<file path="src/sv/cte_pkg.sv">
package cte_pkg;

    localparam int TABLE_SLOTS = 16;
    localparam int MAX_RESULTS = 16;
    localparam int LIST_MAX    = (TABLE_SLOTS < MAX_RESULTS) ? TABLE_SLOTS : MAX_RESULTS;
    localparam int SLOT_W      = (TABLE_SLOTS > 1) ? $clog2(TABLE_SLOTS) : 1;

    localparam int CMD_W  = 2;
    localparam int ID_W   = 8;
    localparam int EP_W   = 4 * ID_W;
    localparam int CNT_W  = 5;
    localparam int STAT_W = 2;

    localparam logic [CMD_W-1:0] CMD_ADD    = 2'd0;
    localparam logic [CMD_W-1:0] CMD_REMOVE = 2'd1;
    localparam logic [CMD_W-1:0] CMD_LIST   = 2'd2;

    localparam logic [STAT_W-1:0] ST_OK        = 2'd0;
    localparam logic [STAT_W-1:0] ST_FULL      = 2'd1;
    localparam logic [STAT_W-1:0] ST_NOT_FOUND = 2'd2;

    // controller to datapath
    typedef struct packed {
        logic load;   // capture a new command
        logic exec;   // run add, remove or unused command
        logic step;   // emit one list result
    } t_ctl;

    // datapath to controller
    typedef struct packed {
        logic is_list;
        logic step_last;
    } t_sts;

endpackage

</file>
<file path="src/sv/cte_ctrl.sv">
module cte_ctrl (
    input  logic          i_clk,
    input  logic          i_rst_n,
    input  logic          start,
    output logic          busy,
    input  cte_pkg::t_sts i_sts,
    output cte_pkg::t_ctl o_ctl
);
    import cte_pkg::*;

    localparam logic [1:0] S_IDLE = 2'd0;
    localparam logic [1:0] S_EXEC = 2'd1;
    localparam logic [1:0] S_LIST = 2'd2;

    logic [1:0] r_state;
    logic [1:0] n_state;

    always_comb begin
        n_state    = r_state;
        o_ctl      = '0;
        unique case (r_state)
            S_IDLE: begin
                if (start) begin
                    o_ctl.load = 1'b1;
                    n_state    = S_EXEC;
                end
            end
            S_EXEC: begin
                if (i_sts.is_list) begin
                    o_ctl.step = 1'b1;
                    n_state    = i_sts.step_last ? S_IDLE : S_LIST;
                end else begin
                    o_ctl.exec = 1'b1;
                    n_state    = S_IDLE;
                end
            end
            S_LIST: begin
                o_ctl.step = 1'b1;
                if (i_sts.step_last) begin
                    n_state = S_IDLE;
                end
            end
            default: begin
                n_state = S_IDLE;
            end
        endcase
    end

    always_ff @(posedge i_clk) begin
        if (!i_rst_n) begin
            r_state <= S_IDLE;
        end else begin
            r_state <= n_state;
        end
    end

    assign busy = (r_state != S_IDLE);

endmodule

</file>
<file path="src/sv/cte_datapath.sv">
module cte_datapath (
    input  logic                         i_clk,
    input  logic                         i_rst_n,
    input  cte_pkg::t_ctl                i_ctl,
    output cte_pkg::t_sts                o_sts,
    input  logic [cte_pkg::CMD_W-1:0]    i_cmd,
    input  logic [cte_pkg::ID_W-1:0]     i_src_module,
    input  logic [cte_pkg::ID_W-1:0]     i_src_port,
    input  logic [cte_pkg::ID_W-1:0]     i_dst_module,
    input  logic [cte_pkg::ID_W-1:0]     i_dst_port,
    input  logic [cte_pkg::CNT_W-1:0]    i_list_limit,
    output logic                         o_valid,
    output logic [cte_pkg::STAT_W-1:0]   o_status,
    output logic                         o_has_entry,
    output logic [cte_pkg::ID_W-1:0]     o_out_src_module,
    output logic [cte_pkg::ID_W-1:0]     o_out_src_port,
    output logic [cte_pkg::ID_W-1:0]     o_out_dst_module,
    output logic [cte_pkg::ID_W-1:0]     o_out_dst_port,
    output logic [cte_pkg::CNT_W-1:0]    o_entry_count,
    output logic [cte_pkg::CNT_W-1:0]    o_active_total,
    output logic                         o_last
);
    import cte_pkg::*;

    function automatic logic [SLOT_W-1:0] f_encode(input logic [TABLE_SLOTS-1:0] v);
        logic [SLOT_W-1:0] idx;
        idx = '0;
        for (int i = 0; i < TABLE_SLOTS; i++) begin
            if (v[i]) begin
                idx = idx | SLOT_W'(i);
            end
        end
        return idx;
    endfunction

    // table state
    logic [TABLE_SLOTS-1:0] r_valid;
    logic [TABLE_SLOTS-1:0] n_valid;
    logic [EP_W-1:0]        r_ep [TABLE_SLOTS];
    logic [CNT_W-1:0]       r_active;
    logic [CNT_W-1:0]       n_active;
    logic                   ep_we;
    logic [SLOT_W-1:0]      ep_widx;

    // captured command
    logic [CMD_W-1:0]       r_cmd;
    logic [EP_W-1:0]        r_key;
    logic [CNT_W-1:0]       r_limit;
    logic [TABLE_SLOTS-1:0] r_mask;
    logic [TABLE_SLOTS-1:0] n_mask;
    logic [CNT_W-1:0]       r_count;
    logic [CNT_W-1:0]       n_count;

    // search vectors
    logic [TABLE_SLOTS-1:0] free_vec;
    logic [TABLE_SLOTS-1:0] free_low;
    logic [TABLE_SLOTS-1:0] match_vec;
    logic [TABLE_SLOTS-1:0] match_low;
    logic [TABLE_SLOTS-1:0] list_vec;
    logic [TABLE_SLOTS-1:0] list_low;
    logic [TABLE_SLOTS-1:0] list_rest;
    logic                   list_empty;
    logic                   list_last;
    logic [CNT_W-1:0]       count_inc;

    // result registers
    logic                   r_o_valid;
    logic                   n_o_valid;
    logic [STAT_W-1:0]      r_status,  n_status;
    logic                   r_has,     n_has;
    logic [EP_W-1:0]        r_out_ep,  n_out_ep;
    logic [CNT_W-1:0]       r_o_count, n_o_count;
    logic [CNT_W-1:0]       r_o_total, n_o_total;
    logic                   r_last,    n_last;

    always_comb begin
        free_vec = ~r_valid;
        free_low = free_vec & (~free_vec + TABLE_SLOTS'(1));
        for (int i = 0; i < TABLE_SLOTS; i++) begin
            match_vec[i] = r_valid[i] && (r_ep[i] == r_key);
        end
        match_low  = match_vec & (~match_vec + TABLE_SLOTS'(1));
        list_vec   = r_valid & r_mask;
        list_low   = list_vec & (~list_vec + TABLE_SLOTS'(1));
        list_rest  = list_vec & ~list_low;
        count_inc  = r_count + CNT_W'(1);
        list_empty = (list_vec == '0) || (r_limit == '0);
        list_last  = list_empty || (list_rest == '0) || (count_inc == r_limit);
    end

    assign o_sts.is_list   = (r_cmd == CMD_LIST);
    assign o_sts.step_last = list_last;

    always_comb begin
        n_valid   = r_valid;
        n_active  = r_active;
        ep_we     = 1'b0;
        ep_widx   = f_encode(free_low);
        n_mask    = r_mask;
        n_count   = r_count;
        n_o_valid = 1'b0;
        n_status  = ST_OK;
        n_has     = 1'b0;
        n_out_ep  = '0;
        n_o_count = '0;
        n_o_total = r_active;
        n_last    = 1'b1;
        if (i_ctl.load) begin
            n_mask  = '1;
            n_count = '0;
        end
        if (i_ctl.exec) begin
            n_o_valid = 1'b1;
            unique case (r_cmd)
                CMD_ADD: begin
                    if (free_vec == '0) begin
                        n_status = ST_FULL;
                    end else begin
                        ep_we    = 1'b1;
                        n_valid  = r_valid | free_low;
                        n_active = r_active + CNT_W'(1);
                    end
                end
                CMD_REMOVE: begin
                    if (match_vec == '0) begin
                        n_status = ST_NOT_FOUND;
                    end else begin
                        n_valid  = r_valid & ~match_low;
                        n_active = r_active - CNT_W'(1);
                    end
                end
                default: begin
                    n_status = ST_OK;
                end
            endcase
            n_o_total = n_active;
        end
        if (i_ctl.step) begin
            n_o_valid = 1'b1;
            if (!list_empty) begin
                n_has     = 1'b1;
                n_out_ep  = r_ep[f_encode(list_low)];
                n_o_count = count_inc;
                n_last    = list_last;
                n_mask    = r_mask & ~list_low;
                n_count   = count_inc;
            end
        end
    end

    always_ff @(posedge i_clk) begin
        if (!i_rst_n) begin
            r_valid   <= '0;
            r_active  <= '0;
            r_o_valid <= 1'b0;
        end else begin
            r_valid   <= n_valid;
            r_active  <= n_active;
            r_o_valid <= n_o_valid;
        end
    end

    always_ff @(posedge i_clk) begin
        if (ep_we) begin
            r_ep[ep_widx] <= r_key;
        end
    end

    always_ff @(posedge i_clk) begin
        if (i_ctl.load) begin
            r_cmd   <= i_cmd;
            r_key   <= {i_src_module, i_src_port, i_dst_module, i_dst_port};
            r_limit <= (i_list_limit > CNT_W'(LIST_MAX)) ? CNT_W'(LIST_MAX) : i_list_limit;
        end
        r_mask    <= n_mask;
        r_count   <= n_count;
        r_status  <= n_status;
        r_has     <= n_has;
        r_out_ep  <= n_out_ep;
        r_o_count <= n_o_count;
        r_o_total <= n_o_total;
        r_last    <= n_last;
    end

    assign o_valid          = r_o_valid;
    assign o_status         = r_status;
    assign o_has_entry      = r_has;
    assign o_out_src_module = r_out_ep[EP_W-1 -: ID_W];
    assign o_out_src_port   = r_out_ep[EP_W-ID_W-1 -: ID_W];
    assign o_out_dst_module = r_out_ep[2*ID_W-1 -: ID_W];
    assign o_out_dst_port   = r_out_ep[ID_W-1:0];
    assign o_entry_count    = r_o_count;
    assign o_active_total   = r_o_total;
    assign o_last           = r_last;

    a_active_matches_valid: assert property (@(posedge i_clk) disable iff (!i_rst_n)
        (32'(r_active) == 32'($countones(r_valid))))
        else $error("active count differs from number of valid slots");

    a_entry_is_ok: assert property (@(posedge i_clk) disable iff (!i_rst_n)
        (o_valid && o_has_entry) |-> (o_status == ST_OK))
        else $error("listed entry carries an error status");

    a_list_continues: assert property (@(posedge i_clk) disable iff (!i_rst_n)
        (o_valid && !o_last) |=>
            (o_valid && o_has_entry && (o_entry_count == $past(o_entry_count) + CNT_W'(1))))
        else $error("list result sequence broken");

endmodule

</file>
<file path="src/sv/connection_table_engine.sv">
// Add, remove and unused commands: the start transfer moves the controller to S_EXEC,
// which registers the result; busy drops in the cycle it is shown, and not before.
// List: the first result is registered the same way, then one entry per cycle
// (a priority pick over the remaining valid slots) until the limit or the last slot.
// Results are shown for one cycle and cannot be stalled by the receiver.
// Synchronous active-low reset empties the table and clears the active count.
module connection_table_engine (
    input  logic                         i_clk,
    input  logic                         i_rst_n,
    input  logic                         start,
    output logic                         busy,
    input  logic [cte_pkg::CMD_W-1:0]    i_cmd,
    input  logic [cte_pkg::ID_W-1:0]     i_src_module,
    input  logic [cte_pkg::ID_W-1:0]     i_src_port,
    input  logic [cte_pkg::ID_W-1:0]     i_dst_module,
    input  logic [cte_pkg::ID_W-1:0]     i_dst_port,
    input  logic [cte_pkg::CNT_W-1:0]    i_list_limit,
    output logic                         o_valid,
    output logic [cte_pkg::STAT_W-1:0]   o_status,
    output logic                         o_has_entry,
    output logic [cte_pkg::ID_W-1:0]     o_out_src_module,
    output logic [cte_pkg::ID_W-1:0]     o_out_src_port,
    output logic [cte_pkg::ID_W-1:0]     o_out_dst_module,
    output logic [cte_pkg::ID_W-1:0]     o_out_dst_port,
    output logic [cte_pkg::CNT_W-1:0]    o_entry_count,
    output logic [cte_pkg::CNT_W-1:0]    o_active_total,
    output logic                         o_last
);
    import cte_pkg::*;

    t_ctl ctl;
    t_sts sts;

    cte_ctrl u_ctrl (
        .i_clk   (i_clk),
        .i_rst_n (i_rst_n),
        .start   (start),
        .busy    (busy),
        .i_sts   (sts),
        .o_ctl   (ctl)
    );

    cte_datapath u_dp (
        .i_clk            (i_clk),
        .i_rst_n          (i_rst_n),
        .i_ctl            (ctl),
        .o_sts            (sts),
        .i_cmd            (i_cmd),
        .i_src_module     (i_src_module),
        .i_src_port       (i_src_port),
        .i_dst_module     (i_dst_module),
        .i_dst_port       (i_dst_port),
        .i_list_limit     (i_list_limit),
        .o_valid          (o_valid),
        .o_status         (o_status),
        .o_has_entry      (o_has_entry),
        .o_out_src_module (o_out_src_module),
        .o_out_src_port   (o_out_src_port),
        .o_out_dst_module (o_out_dst_module),
        .o_out_dst_port   (o_out_dst_port),
        .o_entry_count    (o_entry_count),
        .o_active_total   (o_active_total),
        .o_last           (o_last)
    );

endmodule

</file>
<file path="config.mk">
export PLATFORM = sky130hd
export DESIGN_NAME = connection_table_engine
export DESIGN_NICKNAME = d
export VERILOG_FILES = /design/src/sv/cte_pkg.sv /design/src/sv/cte_ctrl.sv /design/src/sv/cte_datapath.sv /design/src/sv/connection_table_engine.sv
export SDC_FILE = /design/constraint.sdc
export NUM_CORES = 1
export LEC_CHECK = 0
export BUFFER_PORTS_ARGS = -buffer_cell sky130_fd_sc_hd__buf_2
export CAP_MARGIN = 10
export CORE_MARGIN = 10
export CORE_UTILIZATION = 45
export DETAILED_ROUTE_END_ITERATION = 6
export GPL_TIMING_DRIVEN = 0
export MAX_ROUTING_LAYER = met4
export PLACE_DENSITY_LB_ADDON = 0.05
export SLEW_MARGIN = 20
export SYNTH_ARGS = -nofsm -noshare
export SYNTH_HDL_FRONTEND = slang
export SYNTH_SLANG_ARGS = --single-unit
</file>
<file path="constraint.sdc">
create_clock -name i_clk -period 5 [get_ports i_clk]
set_clock_uncertainty 0.1 [all_clocks]
set_input_delay 0.25 -clock i_clk [delete_from_list [all_inputs] [get_ports i_clk]]
set_output_delay 0.25 -clock i_clk [all_outputs]
set_load 0.01 [all_outputs]
</file>
-- Word-level counts from Yosys, hierarchy flattened
Memories as Yosys holds them, arrays and structs flattened. A register that Yosys moved wholly into a read port is not among the register bits.
Cells that the tools add are included.
- register bits: 98
- latch bits: 0
- bits in writable memories: 512
- bits in read-only memories: 0
- input bits: 42
- output and inout bits: 48
- logic and storage cells: 160
- memories kept: 1
- add/sub/neg operators: 6
- multipliers: 0
- div/mod/pow operators: 0
- magnitude comparators: 1
- eq/ne operators: 25
- shift-type cells: 0
- multiplexer cells: 67
- bitwise logic cells: 15
- reduce and logical (&&, ||, !) cells: 31
- memory list (name ; depth ; bits a word ; read ports ; clocked after memory_dff ; wr ports ; line ; text):
    u_dp.r_ep ; 16 ; 32 ; 17 ; 1 ; 1 ; cte_datapath.sv:39 ; logic [EP_W-1:0] r_ep [TABLE_SLOTS];
- operators by type and width (operator ; count):
    32-bit == test ; 16
    16-bit AND ; 7
    16-bit inverter ; 6
    16-bit two-way mux ; 5
    4-bit two-way mux ; 18
    16-bit logical NOT ; 4
    16-bit by 1-bit adder with 16-bit output, second input constant ; 3
    16-bit one-hot mux with 2 select lines ; 1
    5-bit two-way mux ; 6
    3-bit two-way mux ; 8
    2-bit two-way mux ; 9
    1-bit logical AND ; 16
    1-bit two-way mux ; 16
    16-bit bitwise OR ; 1
    5-bit by 1-bit adder with 5-bit output, second input constant ; 2
    5-bit one-hot mux with 2 select lines ; 1
    2-bit != test, second input constant ; 3
    2-bit one-hot mux with 3 select lines ; 1
    5-bit == test ; 1
    5-bit > comparator, second input constant ; 1
    5-bit logical NOT ; 1
    5-bit by 1-bit subtractor with 5-bit output, second input constant ; 1
    2-bit by 1-bit == test with 1-bit output, second input constant ; 2
    2-bit == test, second input constant ; 2
    10 further kinds ; 14

-- Longest topological paths before layout
- depth after elaboration: 21
- mapped depth: 12

-- Cells and area by module
Synthesis repeated with hierarchy kept, for this count alone.
- cell total of the unflattened synthesis: 2884
- area, all modules: 32489.9 um^2
- modules (own cells, without submodules) (module ; times used ; cells each ; area each (um^2) ; sequential area each (um^2)):
    cte_datapath ; 1 ; 2862 ; 32306.0 ; 18327.6
    cte_ctrl ; 1 ; 22 ; 183.9 ; 40.0

-- Worst setup path after synthesis
OpenSTA, ideal clock, no wires.
- path kind: flip-flop to flip-flop
- start: register u_dp.r_valid[2]
- end: memory u_dp.r_ep[2][0] (netlist name) (enable)
- arrival time: 2.974 ns
- data required time: 4.479 ns
- slack: 1.505 ns
- cell stages (with the launch flop): 9
- period minus slack after synthesis: 3.495 ns
- cell sequence: dfxtp_1 -> clkbuf_1 -> and4_1 -> nand4_1 -> nor2_1 -> a31oi_1 -> nor2_1 -> nand2b_1 -> nor2_1
- cells in the longest elaborated chain, start to end: 18
- ends and longest elaborated chain (what ; line ; text):
    start, declared ; cte_datapath.sv:37 ; logic [TABLE_SLOTS-1:0] r_valid;
    start signal, assigned ; cte_datapath.sv:157 ; r_valid <= n_valid;
    16-bit inverter (*) ; cte_datapath.sv:77 ; free_vec = ~r_valid;
    16-bit inverter ; cte_datapath.sv:78 ; free_low = free_vec & (~free_vec + TABLE_SLOTS'(1));
    16-bit by 1-bit adder with 16-bit output ; cte_datapath.sv:78 ;
    16-bit AND ; cte_datapath.sv:78 ;
    2-bit two-way mux (2 in series) ; cte_datapath.sv:29 ; if (v[i]) begin
    3-bit two-way mux (4 in series) ; cte_datapath.sv:29 ;
    4-bit two-way mux (8 in series) ; cte_datapath.sv:29 ;
    end, declared ; cte_datapath.sv:39 ;
Mark *: on every way between the ends. The rest lies on a longest branch, timed or not.

-- Worst setup path in the final report
- start: register u_dp.r_key[16]
- end: register u_dp.r_valid[7]
- cells in the longest elaborated chain, start to end: 9
- ends and longest elaborated chain (what ; line ; text):
    start, declared ; cte_datapath.sv:47 ; logic [EP_W-1:0] r_key;
    start signal, assigned ; cte_datapath.sv:172 ; r_key <= {i_src_module, i_src_port, i_dst_module, i_dst_port};
    32-bit == test ; cte_datapath.sv:80 ; match_vec[i] = r_valid[i] && (r_ep[i] == r_key);
    1-bit logical AND ; cte_datapath.sv:80 ;
    16-bit inverter ; cte_datapath.sv:82 ; match_low = match_vec & (~match_vec + TABLE_SLOTS'(1));
    16-bit by 1-bit adder with 16-bit output ; cte_datapath.sv:82 ;
    16-bit AND ; cte_datapath.sv:82 ;
    16-bit inverter ; cte_datapath.sv:128 ; n_valid = r_valid & ~match_low;
    16-bit AND ; cte_datapath.sv:128 ;
    16-bit two-way mux ; cte_datapath.sv:125 ; if (match_vec == '0) begin
    16-bit one-hot mux with 2 select lines ; cte_datapath.sv:114 ; unique case (r_cmd)
Parallel ways exist; a longest one is shown, timed or not. The select of a mux whose other input is x is not followed.
A chain may end at the register's enable or synchronous reset.

==> flow_summary.ini <==
[critical_path]
critPathSlowestCell = edfxtp_1
critPathKind = reg2reg
critPathLaunchType = flip-flop
crit_chain = buf_2, buf_2, xor2_1, nor4_1, nand3b_1, nor3_1, nor4_2, nor4bb_1, clkbuf_1, a21oi_1, a21oi_1
reg2reg_slack_ns = -0.20
cpPeakStageDelay_ns = 1.08
setup.worst_path.end_class = flip-flop
timing.rr.start = u_dp.r_key[16]
crit_fanout = 17
cp.required_ns = 5.47
r2r_cells = 11
worstPathArrival_ns = 5.67
timing.rr.end = u_dp.r_valid[7]

[yosys]
synthTopCellsByArea = edfxtp_1, xor2_1, dfxtp_1
synth.avg_cell_area_um2 = 11.5
syn-instance-count = 2875
synth_cell_type_count = 65
synth_nets = 2923
yosysSeqAreaShare_pct = 55.7
synth_area_um2 = 32900
synth_edf_count = 551
netlist.area_leader.share_pct = 50.2
yosysMostFrequentCell = edfxtp_1
netlist.top_cell.by_area = edfxtp_1
yosysWarnings = 0
synth_ff_type = edfxtp_1
ys_ff_latch = 642
synthTopCellsByCount = edfxtp_1, xor2_1, nand3_1
async_flop_share_pct = 0

[clock_tree]
cts.sinks = 642
clk_latency_ns = 0.65
cts.reportedPaths.clkPinSlew_ns = 0.06
tritoncts = done
cts_inserted_buffers = 76
cts_buffer_depth = 3
cts_root_buf = clkbuf_16
htree_levels = 3

[sta]
setup_tns_ns = -1.59
maxSlewViolCount = 0
setup_violations = 13
relSlewSlack_pct = 15.4
period_share_pct = 104
fin_crit_ns = 5.20
rsz0062_at_grt = no
hold_violations = 0
fmax_ghz = 0.192
timing.final.ws_setup_ns = -0.201
worstMarginPinSlew_ns = 1.27

[finish]
fin_cells = 4148
area_delta_synth_final_pct = 16.3
final_util_pct = 52.7
final_area_um2 = 38300
finalNetCount = 3166
drive_gt1_share_pct = 11.9

[die]
num_rows = 99
core-area_um2 = 72700
die-area_um2 = 84400
die_w_um = 291
die_h_um = 291
io_pins = 90
start_util_pct = 45.3

[drt]
drc = 3
ant_nets = 0
post_drt_wl_per_cell_um = 38.8
via_per_inst = 6.75
via_count = 28000
drt_pass1_iterations = 7
drt_first_iter_violations = 5073
finalWirelength_um = 161000

[worst_hold_path]
whs_endpoint = u_dp.r_key[26]
hold_path.class = in2reg
min_from = i_src_module[2]
hold_depth = 2

[power]
p_leak_nw = 13.8
vdd.ir_drop.worst_uv = 371
p_per_area_nw_per_um2 = 332

[global_route]
grt_max_degree = 27
grtUsageTotal_pct = 37.5
antenna_found_initial = 11
overflow = 0
grt_pass1_vias = 25800
grt_pass1_wl_um = 214000

[place]
gp_congestion = 1.06
dp_hpwl_um = 129000
io_buffers = 89
place_area_um2 = 35100
dp_cells = 3942

[outcome]
violations = DRC, setup timing
status = finished, violations left

[job]
max_cap_viol_count = 0
[flip-flops by register name (all words and copies together) (netlist names)]
name                 count
u_ctrl.r_state           2
u_dp.o_active_total      5
u_dp.o_entry_count       5
u_dp.o_has_entry         1
u_dp.o_last              1
u_dp.o_status            2
u_dp.o_valid             1
u_dp.r_active            5
u_dp.r_cmd               2
u_dp.r_count             5
u_dp.r_ep              512
u_dp.r_key              32
u_dp.r_limit             5
u_dp.r_mask             16
u_dp.r_out_ep           32
u_dp.r_valid            16
[per-stage QoR]
step	power [mW]	hold slack (ns)	setup slack [ns]
4_1_cts	12.6	0.188	0.0597
5_1_grt	12.9	0.206	0.00676
2_1_floorplan	6.44	0.249	1.51
3_3_place_gp	6.91	0.326	-0.784
3_5_place_dp	6.91	0.328	-0.202
6_report	12.7	0.207	-0.201
[cell type report]
class / instances / area, µm²
Antenna cell: 10 / 25.0
Multi-Input combinational cell: 2015 / 13800
Buffer: 191 / 886
Sequential cell: 642 / 18400
Timing Repair Buffer: 165 / 1380
Fill cell: 6306 / 34400
Clock buffer: 92 / 2040
Clock inverter: 47 / 533
Tap cell: 959 / 1200
Inverter: 27 / 101
[per-layer routing]
metal / track usage [%] / share of wire [%]
met1: 49.9 / 40
met2: 52.2 / 41
met3: 13.0 / 14
met4: 13.2 / 4.2
met5: - / 0
[worst max-delay path by stage]
stage	from	to	slack, ns	depth (start not counted)
final	u_dp.r_key[16]	u_dp.r_valid[7]	-0.20	11
after detailed placement	u_dp.r_key[23]	u_dp.o_active_total[0]	-0.20	11
after CTS	u_dp.r_key[8]	u_dp.r_active[0]	0.06	11
after global routing	u_dp.r_key[15]	u_dp.o_active_total[0]	0.007	11
after floorplan	u_dp.r_valid[2]	u_dp.r_ep[2][0]	1.51	8
after global placement	u_dp.r_valid[9]	u_dp.r_ep[12][23]	-0.78	7
[cell families after synthesis]
kind of cell / Yosys count / share of synthesized area [%]
flops: 642 / 55.7
compound gates: 383 / 7.28
simple gates: 968 / 15.7
xor+xnor: 517 / 13.7
mux: 140 / 4.26
buf+inv: 218 / 2.99
fa+ha+maj: 7 / 0.258
[cells in the final DEF (no fill, tap or decap), types with 9 or more instances in the layout]
master,Yosys,layout
nand2_1,220,220
buf_12,0,18
nand3b_1,11,11
a22oi_1,38,38
o211ai_1,38,38
nand4b_1,20,20
nor3_1,32,31
buf_2,89,179
o21ai_0,149,149
edfxtp_1,551,551
or4_1,15,15
a21oi_1,26,25
nand3_1,221,221
bufinv_16,0,9
nand2b_1,22,22
buf_4,5,16
dlygate4sd3_1,0,42
xor2_1,386,385
clkbuf_1,85,96
dfxtp_1,91,91
diode_2,0,10
mux2i_1,139,139
nand4_1,132,132
nor4b_1,9,9
clkinv_2,0,13
nor2_4,1,18
nor4_1,170,163
clkinv_1,0,15
or3_1,9,9
clkbuf_16,0,79
a21o_1,15,15
xnor2_1,131,131
a31oi_1,76,76
inv_1,26,26
nor2_1,70,53
[worst max-delay path: cells and delay by family, from the launching register on]
family	cells	cell delay, ns
and+or+nand+nor	5	1.45
AOI/OAI and AO/OA	2	0.48
xor gates and xnor gates	1	0.54
DFF	1	1.08
buffers and inverters	3	1.41
[timing repair]
item / 4_1_cts / 5_1_grt
hold endpoints to repair: 45 / 0
resized for setup: 2 / 7
buffers inserted: 4 / 9
hold buffers: 42 / 0
endpoints found under the setup margin: 11 / 22
[report_power, final]
part | total (mW) | internal [mW] | leakage (nW) | switching [mW]
combinational | 0.950 | 0.240 | 6.86 | 0.711
sequential | 5.96 | 5.86 | 5.71 | 0.101
clock | 5.82 | 3.39 | 1.26 | 2.43
No activity file was read; power rests on OpenSTA's default activity.
